<file path="config.mk">
export PLATFORM = sky130hd
export DESIGN_NAME = contextual_glyph_substitution_top_flat
export DESIGN_NICKNAME = d
export VERILOG_FILES = /design/src/hw/rtl/cgs_pkg.sv /design/src/hw/rtl/cgs_if.sv /design/src/hw/rtl/cgs_cell.sv /design/src/hw/rtl/contextual_glyph_substitution_top.sv /design/src/flat_wrapper.sv
export SDC_FILE = /design/constraint.sdc
export NUM_CORES = 2
export LEC_CHECK = 0
export CAP_MARGIN = 20
export CORE_ASPECT_RATIO = 0.9
export CORE_MARGIN = 1.5
export CORE_UTILIZATION = 30
export CTS_CLUSTER_DIAMETER = 40
export DETAILED_ROUTE_END_ITERATION = 8
export DONT_BUFFER_PORTS = 1
export GPL_ROUTABILITY_DRIVEN = 0
export GPL_TIMING_DRIVEN = 0
export PLACE_DENSITY = 0.41
export SYNTH_ARGS = -nofsm -noshare
export SYNTH_HDL_FRONTEND = slang
export SYNTH_SLANG_ARGS = --single-unit
</file>
<file path="constraint.sdc">
create_clock -name clk_i -period 14.9 [get_ports clk_i]
set_clock_uncertainty 0.05 [all_clocks]
set_input_delay 0.745 -clock clk_i [delete_from_list [all_inputs] [get_ports clk_i]]
set_output_delay 0.745 -clock clk_i [all_outputs]
set_load 0.01 [all_outputs]
</file>
<file path="src/hw/rtl/cgs_pkg.sv">
`timescale 1ns / 1ps

package cgs_pkg;

  // Fixed field widths of the streaming words.
  localparam int CODE_W           = 16;
  localparam int IDX_W            = 4;
  localparam int CNT_W            = 5;
  localparam int RULE_ENTRIES_DEF = 16;

  // Values of the func field.
  localparam logic FUNC_RULE = 1'b0;
  localparam logic FUNC_CHAR = 1'b1;

  typedef logic [CODE_W-1:0] code_t;

  typedef struct packed {
    logic has_left;
    logic has_right;
    logic has_mid;
  } flags_t;

  typedef struct packed {
    code_t left;
    code_t right;
    code_t mid;
  } forms_t;

  // One rule entry as written into a cell.
  typedef struct packed {
    code_t  code;
    forms_t forms;
    flags_t flags;
  } rule_t;

  // Result of matching one code against the rule cells seen so far.
  typedef struct packed {
    logic   found;
    flags_t flags;
  } hit_t;

  // Query word that walks down the row of cells: the codes looked up and
  // the matches collected so far. The fourth lookup is for code zero.
  typedef struct packed {
    code_t  held;
    code_t  prev;
    code_t  ch;
    hit_t   held_hit;
    hit_t   prev_hit;
    hit_t   ch_hit;
    hit_t   zero_hit;
    forms_t held_forms;
    forms_t ch_forms;
  } qry_t;

  typedef enum logic [1:0] {
    ST_IDLE,
    ST_SCAN,
    ST_EMIT
  } state_e;

endpackage

</file>
<file path="src/hw/rtl/cgs_if.sv">
`timescale 1ns / 1ps

interface cgs_in_if;
  logic                       valid;
  logic                       ready;
  logic                       func;
  logic [cgs_pkg::CODE_W-1:0] char_code;
  logic                       is_last;
  logic [cgs_pkg::IDX_W-1:0]  rule_index;
  logic [cgs_pkg::CODE_W-1:0] rule_char;
  logic [cgs_pkg::CODE_W-1:0] rule_left_glyph;
  logic [cgs_pkg::CODE_W-1:0] rule_right_glyph;
  logic [cgs_pkg::CODE_W-1:0] rule_middle_glyph;
  logic                       rule_has_left;
  logic                       rule_has_right;
  logic                       rule_has_middle;

  modport source (
    output valid, func, char_code, is_last, rule_index, rule_char,
           rule_left_glyph, rule_right_glyph, rule_middle_glyph,
           rule_has_left, rule_has_right, rule_has_middle,
    input  ready
  );

  modport sink (
    input  valid, func, char_code, is_last, rule_index, rule_char,
           rule_left_glyph, rule_right_glyph, rule_middle_glyph,
           rule_has_left, rule_has_right, rule_has_middle,
    output ready
  );
endinterface

interface cgs_out_if;
  logic                       valid;
  logic                       ready;
  logic [cgs_pkg::CODE_W-1:0] glyph_code;
  logic                       last_of_text;

  modport source (
    output valid, glyph_code, last_of_text,
    input  ready
  );

  modport sink (
    input  valid, glyph_code, last_of_text,
    output ready
  );
endinterface

</file>
<file path="src/hw/rtl/cgs_cell.sv">
`timescale 1ns / 1ps

// One rule entry. The query word passes through a register, picking up this entry's
// flags for every code not yet matched, and its forms for the held and new codes.
module cgs_cell (
  input  logic           clk_i,
  input  logic           rst_ni,
  input  logic           active_i,
  input  logic           we_i,
  input  cgs_pkg::rule_t rule_i,
  input  logic           qv_i,
  input  cgs_pkg::qry_t  q_i,
  output logic           qv_o,
  output cgs_pkg::qry_t  q_o
);

  cgs_pkg::code_t  code_q;
  cgs_pkg::forms_t forms_q;
  cgs_pkg::flags_t flags_q;
  cgs_pkg::qry_t   q_d;
  cgs_pkg::qry_t   q_q;
  logic            qv_q;
  logic            m_held;
  logic            m_prev;
  logic            m_ch;
  logic            m_zero;

  always_comb begin
    m_held = active_i && !q_i.held_hit.found && (q_i.held == code_q);
    m_prev = active_i && !q_i.prev_hit.found && (q_i.prev == code_q);
    m_ch   = active_i && !q_i.ch_hit.found   && (q_i.ch == code_q);
    m_zero = active_i && !q_i.zero_hit.found && (code_q == '0);
    q_d = q_i;
    if (m_held) begin
      q_d.held_hit   = '{found: 1'b1, flags: flags_q};
      q_d.held_forms = forms_q;
    end
    if (m_prev) begin
      q_d.prev_hit = '{found: 1'b1, flags: flags_q};
    end
    if (m_ch) begin
      q_d.ch_hit   = '{found: 1'b1, flags: flags_q};
      q_d.ch_forms = forms_q;
    end
    if (m_zero) begin
      q_d.zero_hit = '{found: 1'b1, flags: flags_q};
    end
  end

  always_ff @(posedge clk_i) begin
    if (we_i) begin
      code_q  <= rule_i.code;
      forms_q <= rule_i.forms;
    end
  end

  always_ff @(posedge clk_i or negedge rst_ni) begin
    if (!rst_ni) begin
      flags_q <= '0;
      qv_q    <= 1'b0;
    end else begin
      if (we_i) begin
        flags_q <= rule_i.flags;
      end
      qv_q <= qv_i;
    end
  end

  always_ff @(posedge clk_i) begin
    q_q <= q_d;
  end

  assign qv_o = qv_q;
  assign q_o  = q_q;

endmodule

</file>
<file path="src/hw/rtl/contextual_glyph_substitution_top.sv">
`timescale 1ns / 1ps

// Channel   Dir  Handshake     Word
// in_i      in   valid/ready   func, char_code, is_last, rule_* fields
// out_o     out  valid/ready   glyph_code, last_of_text
// cfg       in   cfg_we_i      cfg_wdata_i = rule_count
//
// A rule write lands directly in its cell. A character word sends a query down the row of
// RULE_ENTRIES rule cells, one cell per cycle; the next word is taken only once the query has
// left the last cell and every result word has been delivered. Reset clears the rule flags,
// rule_count and the text context; codes and forms of the rules hold whatever they had until
// written. A stall on the output holds the results in their registers and keeps the input
// closed.
module contextual_glyph_substitution_top #(
  parameter int RULE_ENTRIES = cgs_pkg::RULE_ENTRIES_DEF
) (
  input  logic                       clk_i,
  input  logic                       rst_ni,
  input  logic                       cfg_we_i,
  input  logic [cgs_pkg::CNT_W-1:0]  cfg_wdata_i,
  cgs_in_if.sink                     in_i,
  cgs_out_if.source                  out_o
);

  // Picks the glyph for one character from its own match and the matches
  // of its neighbors. A right form beats a left one; the middle form needs
  // joins on both sides.
  function automatic cgs_pkg::code_t shape(
    input cgs_pkg::code_t  ch,
    input cgs_pkg::hit_t   self,
    input cgs_pkg::forms_t forms,
    input cgs_pkg::hit_t   prev,
    input cgs_pkg::hit_t   next
  );
    cgs_pkg::code_t res;
    logic           jn;
    logic           jp;
    res = ch;
    jn  = self.found && self.flags.has_left && next.found &&
          (next.flags.has_right || next.flags.has_mid);
    jp  = self.found && self.flags.has_right && prev.found &&
          (prev.flags.has_left || prev.flags.has_mid);
    if (jn) begin
      res = forms.left;
    end
    if (jp) begin
      res = forms.right;
    end
    if (self.found && self.flags.has_mid && jn && jp) begin
      res = forms.mid;
    end
    return res;
  endfunction

  cgs_pkg::state_e             state_q, state_d;
  logic [cgs_pkg::CNT_W-1:0]   rule_cnt_q;
  cgs_pkg::code_t              held_q, held_d;
  cgs_pkg::code_t              prev_q, prev_d;
  logic                        held_vld_q, held_vld_d;
  logic                        is_last_q;
  cgs_pkg::code_t              res_q [2];
  cgs_pkg::code_t              res_d [2];
  logic [1:0]                  res_vld_q, res_vld_d;

  logic                        in_acc;
  logic                        inject;
  logic                        rule_wr;
  cgs_pkg::rule_t              rule_w;
  cgs_pkg::qry_t               q_in;
  cgs_pkg::qry_t               q_res;
  logic                        qv_res;

  logic                        qv_chain [RULE_ENTRIES+1];
  cgs_pkg::qry_t               q_chain  [RULE_ENTRIES+1];

  assign in_acc  = in_i.valid && in_i.ready;
  assign inject  = in_acc && (in_i.func == cgs_pkg::FUNC_CHAR);
  assign rule_wr = in_acc && (in_i.func == cgs_pkg::FUNC_RULE);

  assign rule_w = '{
    code:  in_i.rule_char,
    forms: '{left: in_i.rule_left_glyph, right: in_i.rule_right_glyph,
             mid: in_i.rule_middle_glyph},
    flags: '{has_left: in_i.rule_has_left, has_right: in_i.rule_has_right,
             has_mid: in_i.rule_has_middle}
  };

  // The query carries the held character, the one before it and the new
  // one; nothing has matched when it enters the first cell.
  always_comb begin
    q_in      = '0;
    q_in.held = held_q;
    q_in.prev = prev_q;
    q_in.ch   = in_i.char_code;
  end

  assign qv_chain[0] = inject;
  assign q_chain[0]  = q_in;

  // The row of rule cells. Only cells below rule_count take part in
  // matching, so the first matching cell in the row is the lowest index.
  for (genvar i = 0; i < RULE_ENTRIES; i++) begin : g_cell
    logic active;
    logic we;
    assign active = (i < int'(rule_cnt_q));
    assign we     = rule_wr && (int'(in_i.rule_index) == i);

    cgs_cell u_cell (
      .clk_i    (clk_i),
      .rst_ni   (rst_ni),
      .active_i (active),
      .we_i     (we),
      .rule_i   (rule_w),
      .qv_i     (qv_chain[i]),
      .q_i      (q_chain[i]),
      .qv_o     (qv_chain[i+1]),
      .q_o      (q_chain[i+1])
    );
  end

  assign qv_res = qv_chain[RULE_ENTRIES];
  assign q_res  = q_chain[RULE_ENTRIES];

  always_comb begin
    state_d    = state_q;
    held_d     = held_q;
    prev_d     = prev_q;
    held_vld_d = held_vld_q;
    res_d[0]   = res_q[0];
    res_d[1]   = res_q[1];
    res_vld_d  = res_vld_q;
    in_i.ready = 1'b0;

    unique case (state_q)
      cgs_pkg::ST_IDLE: begin
        in_i.ready = 1'b1;
        if (inject) begin
          state_d = cgs_pkg::ST_SCAN;
        end
      end
      cgs_pkg::ST_SCAN: begin
        if (qv_res) begin
          // The held character now knows its right neighbor; the new one
          // is shaped at once only when it ends the text, with code zero
          // standing in after it.
          res_d[0] = shape(q_res.held, q_res.held_hit, q_res.held_forms,
                           q_res.prev_hit, q_res.ch_hit);
          res_d[1] = shape(q_res.ch, q_res.ch_hit, q_res.ch_forms,
                           held_vld_q ? q_res.held_hit : q_res.prev_hit,
                           q_res.zero_hit);
          res_vld_d = {is_last_q, held_vld_q};
          if (is_last_q) begin
            held_d     = '0;
            prev_d     = '0;
            held_vld_d = 1'b0;
          end else begin
            if (held_vld_q) begin
              prev_d = held_q;
            end
            held_d     = q_res.ch;
            held_vld_d = 1'b1;
          end
          state_d = (is_last_q || held_vld_q) ? cgs_pkg::ST_EMIT : cgs_pkg::ST_IDLE;
        end
      end
      cgs_pkg::ST_EMIT: begin
        if (out_o.ready) begin
          if (res_vld_q[0]) begin
            res_vld_d[0] = 1'b0;
            if (!res_vld_q[1]) begin
              state_d = cgs_pkg::ST_IDLE;
            end
          end else begin
            res_vld_d[1] = 1'b0;
            state_d      = cgs_pkg::ST_IDLE;
          end
        end
      end
      default: begin
        state_d = cgs_pkg::ST_IDLE;
      end
    endcase
  end

  // The held character's word goes out first, then the text's last one.
  assign out_o.valid        = (state_q == cgs_pkg::ST_EMIT);
  assign out_o.glyph_code   = res_vld_q[0] ? res_q[0] : res_q[1];
  assign out_o.last_of_text = !res_vld_q[0];

  always_ff @(posedge clk_i or negedge rst_ni) begin
    if (!rst_ni) begin
      state_q    <= cgs_pkg::ST_IDLE;
      rule_cnt_q <= '0;
      held_q     <= '0;
      prev_q     <= '0;
      held_vld_q <= 1'b0;
      res_vld_q  <= '0;
    end else begin
      state_q    <= state_d;
      held_q     <= held_d;
      prev_q     <= prev_d;
      held_vld_q <= held_vld_d;
      res_vld_q  <= res_vld_d;
      if (cfg_we_i) begin
        rule_cnt_q <= cfg_wdata_i;
      end
    end
  end

  always_ff @(posedge clk_i) begin
    res_q[0] <= res_d[0];
    res_q[1] <= res_d[1];
    if (inject) begin
      is_last_q <= in_i.is_last;
    end
  end

endmodule
</file>
<file path="src/flat_wrapper.sv">
// flat-port wrapper written by rule: the top's interface ports become plain ports
module contextual_glyph_substitution_top_flat 
#(
  parameter int RULE_ENTRIES = cgs_pkg::RULE_ENTRIES_DEF
)
  (clk_i, rst_ni, cfg_we_i, cfg_wdata_i, in_i_valid, in_i_func, in_i_char_code, in_i_is_last, in_i_rule_index, in_i_rule_char, in_i_rule_left_glyph, in_i_rule_right_glyph, in_i_rule_middle_glyph, in_i_rule_has_left, in_i_rule_has_right, in_i_rule_has_middle, in_i_ready, out_o_valid, out_o_glyph_code, out_o_last_of_text, out_o_ready);
  cgs_in_if in_i_i ();
  cgs_out_if out_o_i ();
  input  logic clk_i;
  input  logic rst_ni;
  input  logic cfg_we_i;
  input  logic [cgs_pkg::CNT_W-1:0] cfg_wdata_i;
  input wire logic [$bits(in_i_i.valid)-1:0] in_i_valid;
  input wire logic [$bits(in_i_i.func)-1:0] in_i_func;
  input wire logic [$bits(in_i_i.char_code)-1:0] in_i_char_code;
  input wire logic [$bits(in_i_i.is_last)-1:0] in_i_is_last;
  input wire logic [$bits(in_i_i.rule_index)-1:0] in_i_rule_index;
  input wire logic [$bits(in_i_i.rule_char)-1:0] in_i_rule_char;
  input wire logic [$bits(in_i_i.rule_left_glyph)-1:0] in_i_rule_left_glyph;
  input wire logic [$bits(in_i_i.rule_right_glyph)-1:0] in_i_rule_right_glyph;
  input wire logic [$bits(in_i_i.rule_middle_glyph)-1:0] in_i_rule_middle_glyph;
  input wire logic [$bits(in_i_i.rule_has_left)-1:0] in_i_rule_has_left;
  input wire logic [$bits(in_i_i.rule_has_right)-1:0] in_i_rule_has_right;
  input wire logic [$bits(in_i_i.rule_has_middle)-1:0] in_i_rule_has_middle;
  output wire logic [$bits(in_i_i.ready)-1:0] in_i_ready;
  output wire logic [$bits(out_o_i.valid)-1:0] out_o_valid;
  output wire logic [$bits(out_o_i.glyph_code)-1:0] out_o_glyph_code;
  output wire logic [$bits(out_o_i.last_of_text)-1:0] out_o_last_of_text;
  input wire logic [$bits(out_o_i.ready)-1:0] out_o_ready;
  assign in_i_i.valid = in_i_valid;
  assign in_i_i.func = in_i_func;
  assign in_i_i.char_code = in_i_char_code;
  assign in_i_i.is_last = in_i_is_last;
  assign in_i_i.rule_index = in_i_rule_index;
  assign in_i_i.rule_char = in_i_rule_char;
  assign in_i_i.rule_left_glyph = in_i_rule_left_glyph;
  assign in_i_i.rule_right_glyph = in_i_rule_right_glyph;
  assign in_i_i.rule_middle_glyph = in_i_rule_middle_glyph;
  assign in_i_i.rule_has_left = in_i_rule_has_left;
  assign in_i_i.rule_has_right = in_i_rule_has_right;
  assign in_i_i.rule_has_middle = in_i_rule_has_middle;
  assign in_i_ready = in_i_i.ready;
  assign out_o_valid = out_o_i.valid;
  assign out_o_glyph_code = out_o_i.glyph_code;
  assign out_o_last_of_text = out_o_i.last_of_text;
  assign out_o_i.ready = out_o_ready;
  contextual_glyph_substitution_top #(.RULE_ENTRIES(RULE_ENTRIES)) u_core (.clk_i(clk_i), .rst_ni(rst_ni), .cfg_we_i(cfg_we_i), .cfg_wdata_i(cfg_wdata_i), .in_i(in_i_i), .out_o(out_o_i));
endmodule
</file>
== After elaboration in Yosys (flattened, before gate mapping) ==
Memories as Yosys holds them, arrays and structs flattened.
Cells that the tools add are included.

* Bitwise operators: 1
* Magnitude comparators: 16
* Muxes and demuxes: 120
* Reductions and logical operators: 252
* Equality and inequality tests: 70

{| class="wikitable"
|+ Operator list
! kind !! number
|-
| $mux W48 || 30
|-
| $eq A16 B16 Y1 || 48
|-
| $logic_not A16 Y1 || 16
|-
| $logic_and A1 B1 Y1 || 161
|-
| $mux W16 || 10
|-
| $mux W3 || 45
|-
| $mux W32 || 2
|-
| $logic_not A1 Y1 || 61
|-
| $mux W2 || 23
|-
| $lt A4 B5 Y1 const A || 8
|-
| $eq A4 B4 Y1 const B || 8
|-
| $lt A3 B5 Y1 const A || 4
|-
| $mux W4 || 5
|-
| $eq A4 B3 Y1 const B || 4
|-
| $lt A1 B5 Y1 const A || 2
|-
| $lt A2 B5 Y1 const A || 2
|-
| $eq A4 B2 Y1 const B || 2
|-
| $reduce_and A4 Y1 || 2
|-
| $ne A2 B2 Y1 const B || 3
|-
| $pmux W2 S3 || 1
|-
| $reduce_and A3 Y1 || 2
|-
| $logic_or A1 B1 Y1 || 5
|-
| $eq A4 B1 Y1 const B || 1
|-
| $logic_not A4 Y1 || 1
|-
| other kinds (10) || 13
|}

* RAM bits: 32
* Memories: 1
* Output and inout port bits: 19
* Register bits: 3,659
* Word-level logic and storage cells: 979
* Input port bits: 99

{| class="wikitable"
|+ Memory list
! memory !! words !! bits a word !! rd ports !! clocked after Yosys merged registers in !! write ports !! line !! text
|-
| u_core.res_q || 2 || 16 || 2 || 0 || 2 || contextual_glyph_substitution_top.sv:61 || <nowiki>cgs_pkg::code_t res_q [2];</nowiki>
|}

== Depth between registers and ports, before layout ==
* Depth after elaboration: 8
* Mapped depth: 7
* Mapped depth without buffers: 5

== By module ==
A second synthesis with hierarchy kept.

* Cell total of the unflattened synthesis: 7,196
* Area total of the unflattened synthesis: 122,588.8 µm²

{| class="wikitable"
|+ Modules (own cells, without submodules)
! module !! cells each !! instances !! area an instance (µm²) !! seq. area each (µm²)
|-
| cgs_cell || 425 || 16 || 7,404.6 || 5,225.0
|-
| contextual_glyph_substitution_top || 396 || 1 || 4,115.2 || 2,042.0
|}

== Least setup slack after synthesis ==
Ideal clock, no wire load.

* Kind: in2reg
* Start: input in_i_func
* End: register u_core.g_cell[0].u_cell.flags_q[0] in the netlist's numbering
* Buffers on the path: 0
* Setup slack: 8.100 ns
* Setup time: 0.088 ns
* Stages on the path: 5
* Data required time: 14.762 ns
* Arrival time: 6.662 ns
* Cell sequence: nor4b_1 -> nor2b_1 -> nand2b_1 -> nor3_1 -> mux2_2

* Word-level cells in the longest chain between the ends: 3

{| class="wikitable"
|+ RTL lines
! item !! line !! text
|-
| from (decl) || flat_wrapper.sv:14 || <nowiki>input wire logic [$bits(in_i_i.func)-1:0] in_i_func;</nowiki>
|-
| $not A1 Y1 || contextual_glyph_substitution_top.sv:78 || <nowiki>assign rule_wr = in_acc && (in_i.func == cgs_pkg::FUNC_RULE);</nowiki>
|-
| $logic_and A1 B1 Y1 || contextual_glyph_substitution_top.sv:78 ||
|-
| $logic_and A1 B1 Y1 || contextual_glyph_substitution_top.sv:106 || <nowiki>assign we = rule_wr && (int'(in_i.rule_index) == i);</nowiki>
|-
| via u_core.g_cell[0].u_cell.we_i || cgs_cell.sv:9 || <nowiki>input logic we_i,</nowiki>
|-
| to (signal assigned) || cgs_cell.sv:63 || <nowiki>flags_q <= rule_i.flags;</nowiki>
|-
| to (decl) || cgs_cell.sv:19 || <nowiki>cgs_pkg::flags_t flags_q;</nowiki>
|}

The timed path passes the listed nets, and every way through them passes these cells.
A chain may end at the register's enable or synchronous reset.

==> reports/results.ini <==
[sta]
fin_crit_sh_pct = 30.1
hold_viol = 0
setup_viol = 0
setup_tns_ns = 0
period_minus_slack_ns = 4.49
tightest_slew_ns = 1.17
fin_ws_ns = 10.41
max-slew-margin-rel_pct = 21.2
slew_violations = 0
rsz0062_at_grt = no
clock.fmax_mhz = 223

[logic_synthesis]
synth-compound-area-share_pct = 0.512
yosys_register_bits = 3675
yosys.area.top_type = dfxtp_1
synth_fa_ha_area_share_pct = 0
synth_top_family_by_area = multiplexers
synth_warnings = 0
synthMuxAreaShare_pct = 16.3
synth_cells = 7177
syn_nets = 7276
synth_area_per_cell_sq_um = 16.2
ys_types = 45
synthesis.area_sq_mm = 0.116
yosys.area_share.simple_pct = 3.79
yosysTopAreaCellShare_pct = 43.2
ys_seq_area_share_pct = 72.8
synth_top_cells_by_area = dfxtp_1 (43%), edfxtp_1 (27%), mux2_2 (16%), xor2_1 (3.0%), xnor2_1 (2.8%)
synth_xor_xnor_area_share_pct = 5.78

[setup_path]
critPathLaunchType = register
critPathKind = reg -> reg
cp_max_fo = 10
critical_path_required_ns = 15.74
r2r_cells = 8
crit_arrival_ns = 5.33
end_kind = register

[global_route]
grtUsageMet3_pct = 2.84
antenna_found_initial = 55
met2_usage_pct = 27.9
met1_usage_pct = 25.1
grt_max_degree = 107
grt_usage_pct = 17.7
grt_pass1_vias = 63347
grt.busiest_layer = met2
grt_overflow = 0
grt_pass1_wl_um = 494000

[floorplan]
die_w_um = 659
initial_utilization_pct = 30.2
fp-row-count = 216
core_sq_mm = 0.385
die_h_um = 594
ioPinCount = 118
die_area_sq_mm = 0.392

[clock_tree]
path_clk_slew_ns = 0.06
clkSinkCount = 3675
clk_latency_ns = 1.02
cts-buffers-inserted = 529
clockBufferDepth = 4
tritoncts = built
cts_htree_levels = 6
cts_root_buffer = clkbuf_16

[routing]
wl_per_cell_um = 26.0
drt-initial-drc-count = 3742
num_vias = 59232
vias_per_cell = 4.37
drtAntennaViolNets = 0
drc = 0
routed_wl_um = 352000
dr.pass1.iters = 5

[layout]
utilization_pct = 37.5
syn2layout_area_growth_pct = 24.3
fin_area_sq_mm = 0.145
fin_nets = 8060
drive_gt1_share_pct = 34.5

[min_path]
hold_depth = 3
hold_path.class = in -> reg

[placed_design]
placed_cell_area_sq_mm = 0.125
hpwl_um = 253000
io_buffers = 0
post-place-ws_ns = 10.43

[power]
powerDensity_mw_per_mm2 = 170
power.total_mw = 24.5
peakVddDrop_v = 0.000108
p_leak_nw = 56.2

[job]
drv_cap = 0

[status]
status = finished clean

==> final timing paths <==
check	from	endpoint	slack [ns]
max	u_core.rule_cnt_q[4]	u_core.g_cell[8].u_cell.q_o[23]	10.41
min	out_o_ready	u_core.res_vld_q[0]	0.08
max reg2reg	u_core.rule_cnt_q[4]	u_core.g_cell[8].u_cell.q_o[23]	10.41
min reg2reg	u_core.g_cell[0].u_cell.q_o[149]	u_core.g_cell[1].u_cell.q_o[149]	0.28
max in group asynchronous	rst_ni	u_core.prev_q[12]	13.70
min in group asynchronous	rst_ni	u_core.g_cell[4].u_cell.flags_q[2]	0.46
==> placed cells by master (no fill, tap or decap), types with 40 or more instances in the layout <==
cell,count
nor4_1,137
mux2_2,1608
xor2_1,397
xnor2_1,371
buf_6,47
inv_6,64
nand2_1,106
bufinv_16,40
mux2_1,67
clkinvlp_4,42
o21ai_0,69
clkinv_2,86
buf_2,137
clkbuf_16,551
and2_1,106
dfxtp_1,2512
nand4_1,102
nand3_1,66
dlygate4sd3_1,100
or2_2,58
dfrtp_1,106
edfxtp_1,1057
clkbuf_1,134
==> logic make-up (layout without fill, tap and decap cells) <==
logic type | count (synthesis) | count (layout)
AOI/OAI and AO/OA | 100 | 100
xor gates and xnor gates | 768 | 768
buffers and inverters | 204 | 1438
DFF | 3675 | 3675
muxes | 1691 | 1691
other | 0 | 21
and+or+nand+nor | 739 | 739
==> area by class of cell <==
| class | count | area (sq um) |
|---|---|---|
| fill | 36094 | 241000 |
| sequential | 3675 | 84700 |
| multi-input combinational | 3298 | 31100 |
| clock buffer | 668 | 14600 |
| tap | 5123 | 6410 |
| timing repair buffer | 253 | 3440 |
| clock inverter | 313 | 3350 |
| buffer | 192 | 891 |
| inverter | 12 | 72.6 |
| antenna | 21 | 52.6 |
==> stage by stage <==
stage                     instances  hold slack [ns]
after global placement        12300            0.283
final                         13555           0.0830
after global routing          13540           0.0432
after floorplan                7177            0.281
after CTS                     13532           0.0246
after detailed placement      12435            0.286
==> what timing repair did <==
item	in CTS	in global routing
buffers inserted	0	0
endpoints found under the hold margin	1178	0
resized for setup	0	0
hold buffers	116	0
==> sequential cells by signal (all words and copies together), names as in the netlist <==
signal,cells
u_core.g_cell.u_cell.code_q,256
u_core.g_cell.u_cell.flags_q,48
u_core.g_cell.u_cell.forms_q,768
u_core.g_cell.u_cell.q_o,2512
u_core.g_cell.u_cell.qv_o,16
u_core.held_q,16
u_core.held_vld_q,1
u_core.is_last_q,1
u_core.prev_q,16
u_core.res_q,32
u_core.res_vld_q,2
u_core.rule_cnt_q,5
u_core.state_q,2
==> critical path, stage by stage (launching register included) <==
cell and delay [ns]:
dfrtp_1 0.55, clkbuf_1 0.79, nor2_1 0.17, a21oi_1 0.67
nand4_1 0.34, nor4_4 0.76, buf_8 0.25, buf_2 0.32
mux2_2 0.40
==> power breakdown <==
| group | internal, mW | leakage (nW) | switching (mW) |
|---|---|---|---|
| combinational | 0.322 | 16.1 | 0.428 |
| clock | 7.75 | 8.76 | 4.74 |
| sequential | 10.8 | 31.3 | 0.536 |
==> per-layer routing <==
metal	up-vias	wire length (um)
met4	16	9130
met3	564	16300
met1	29820	168000
met2	1540	159000
li1	27292	-
met5	-	113
==> cell usage after synthesis (all sizes together) <==
cell type,n
mux2i,16
buf,137
or4,19
and2,106
nand3b,1
dfrtp,106
o21ai,70
and3,4
nand4,102
or4b,1
or2,58
o22ai,1
nand2,106
o211ai,1
nand3,66
nor2,28
and4,3
a31o,1
o2111ai,3
a41oi,1
clkbuf,55
edfxtp,1057
xnor2,371
nor4,178
a21oi,3
inv,12
nor3,32
o2111a,1
or3,1
xor2,397
dfxtp,2512
nor3b,1
nor4b,4
nand2b,24
mux2,1675
a21o,1
a31oi,1
o21bai,1
a22o,16
nor2b,5
(Power assumes the default switching activity.)
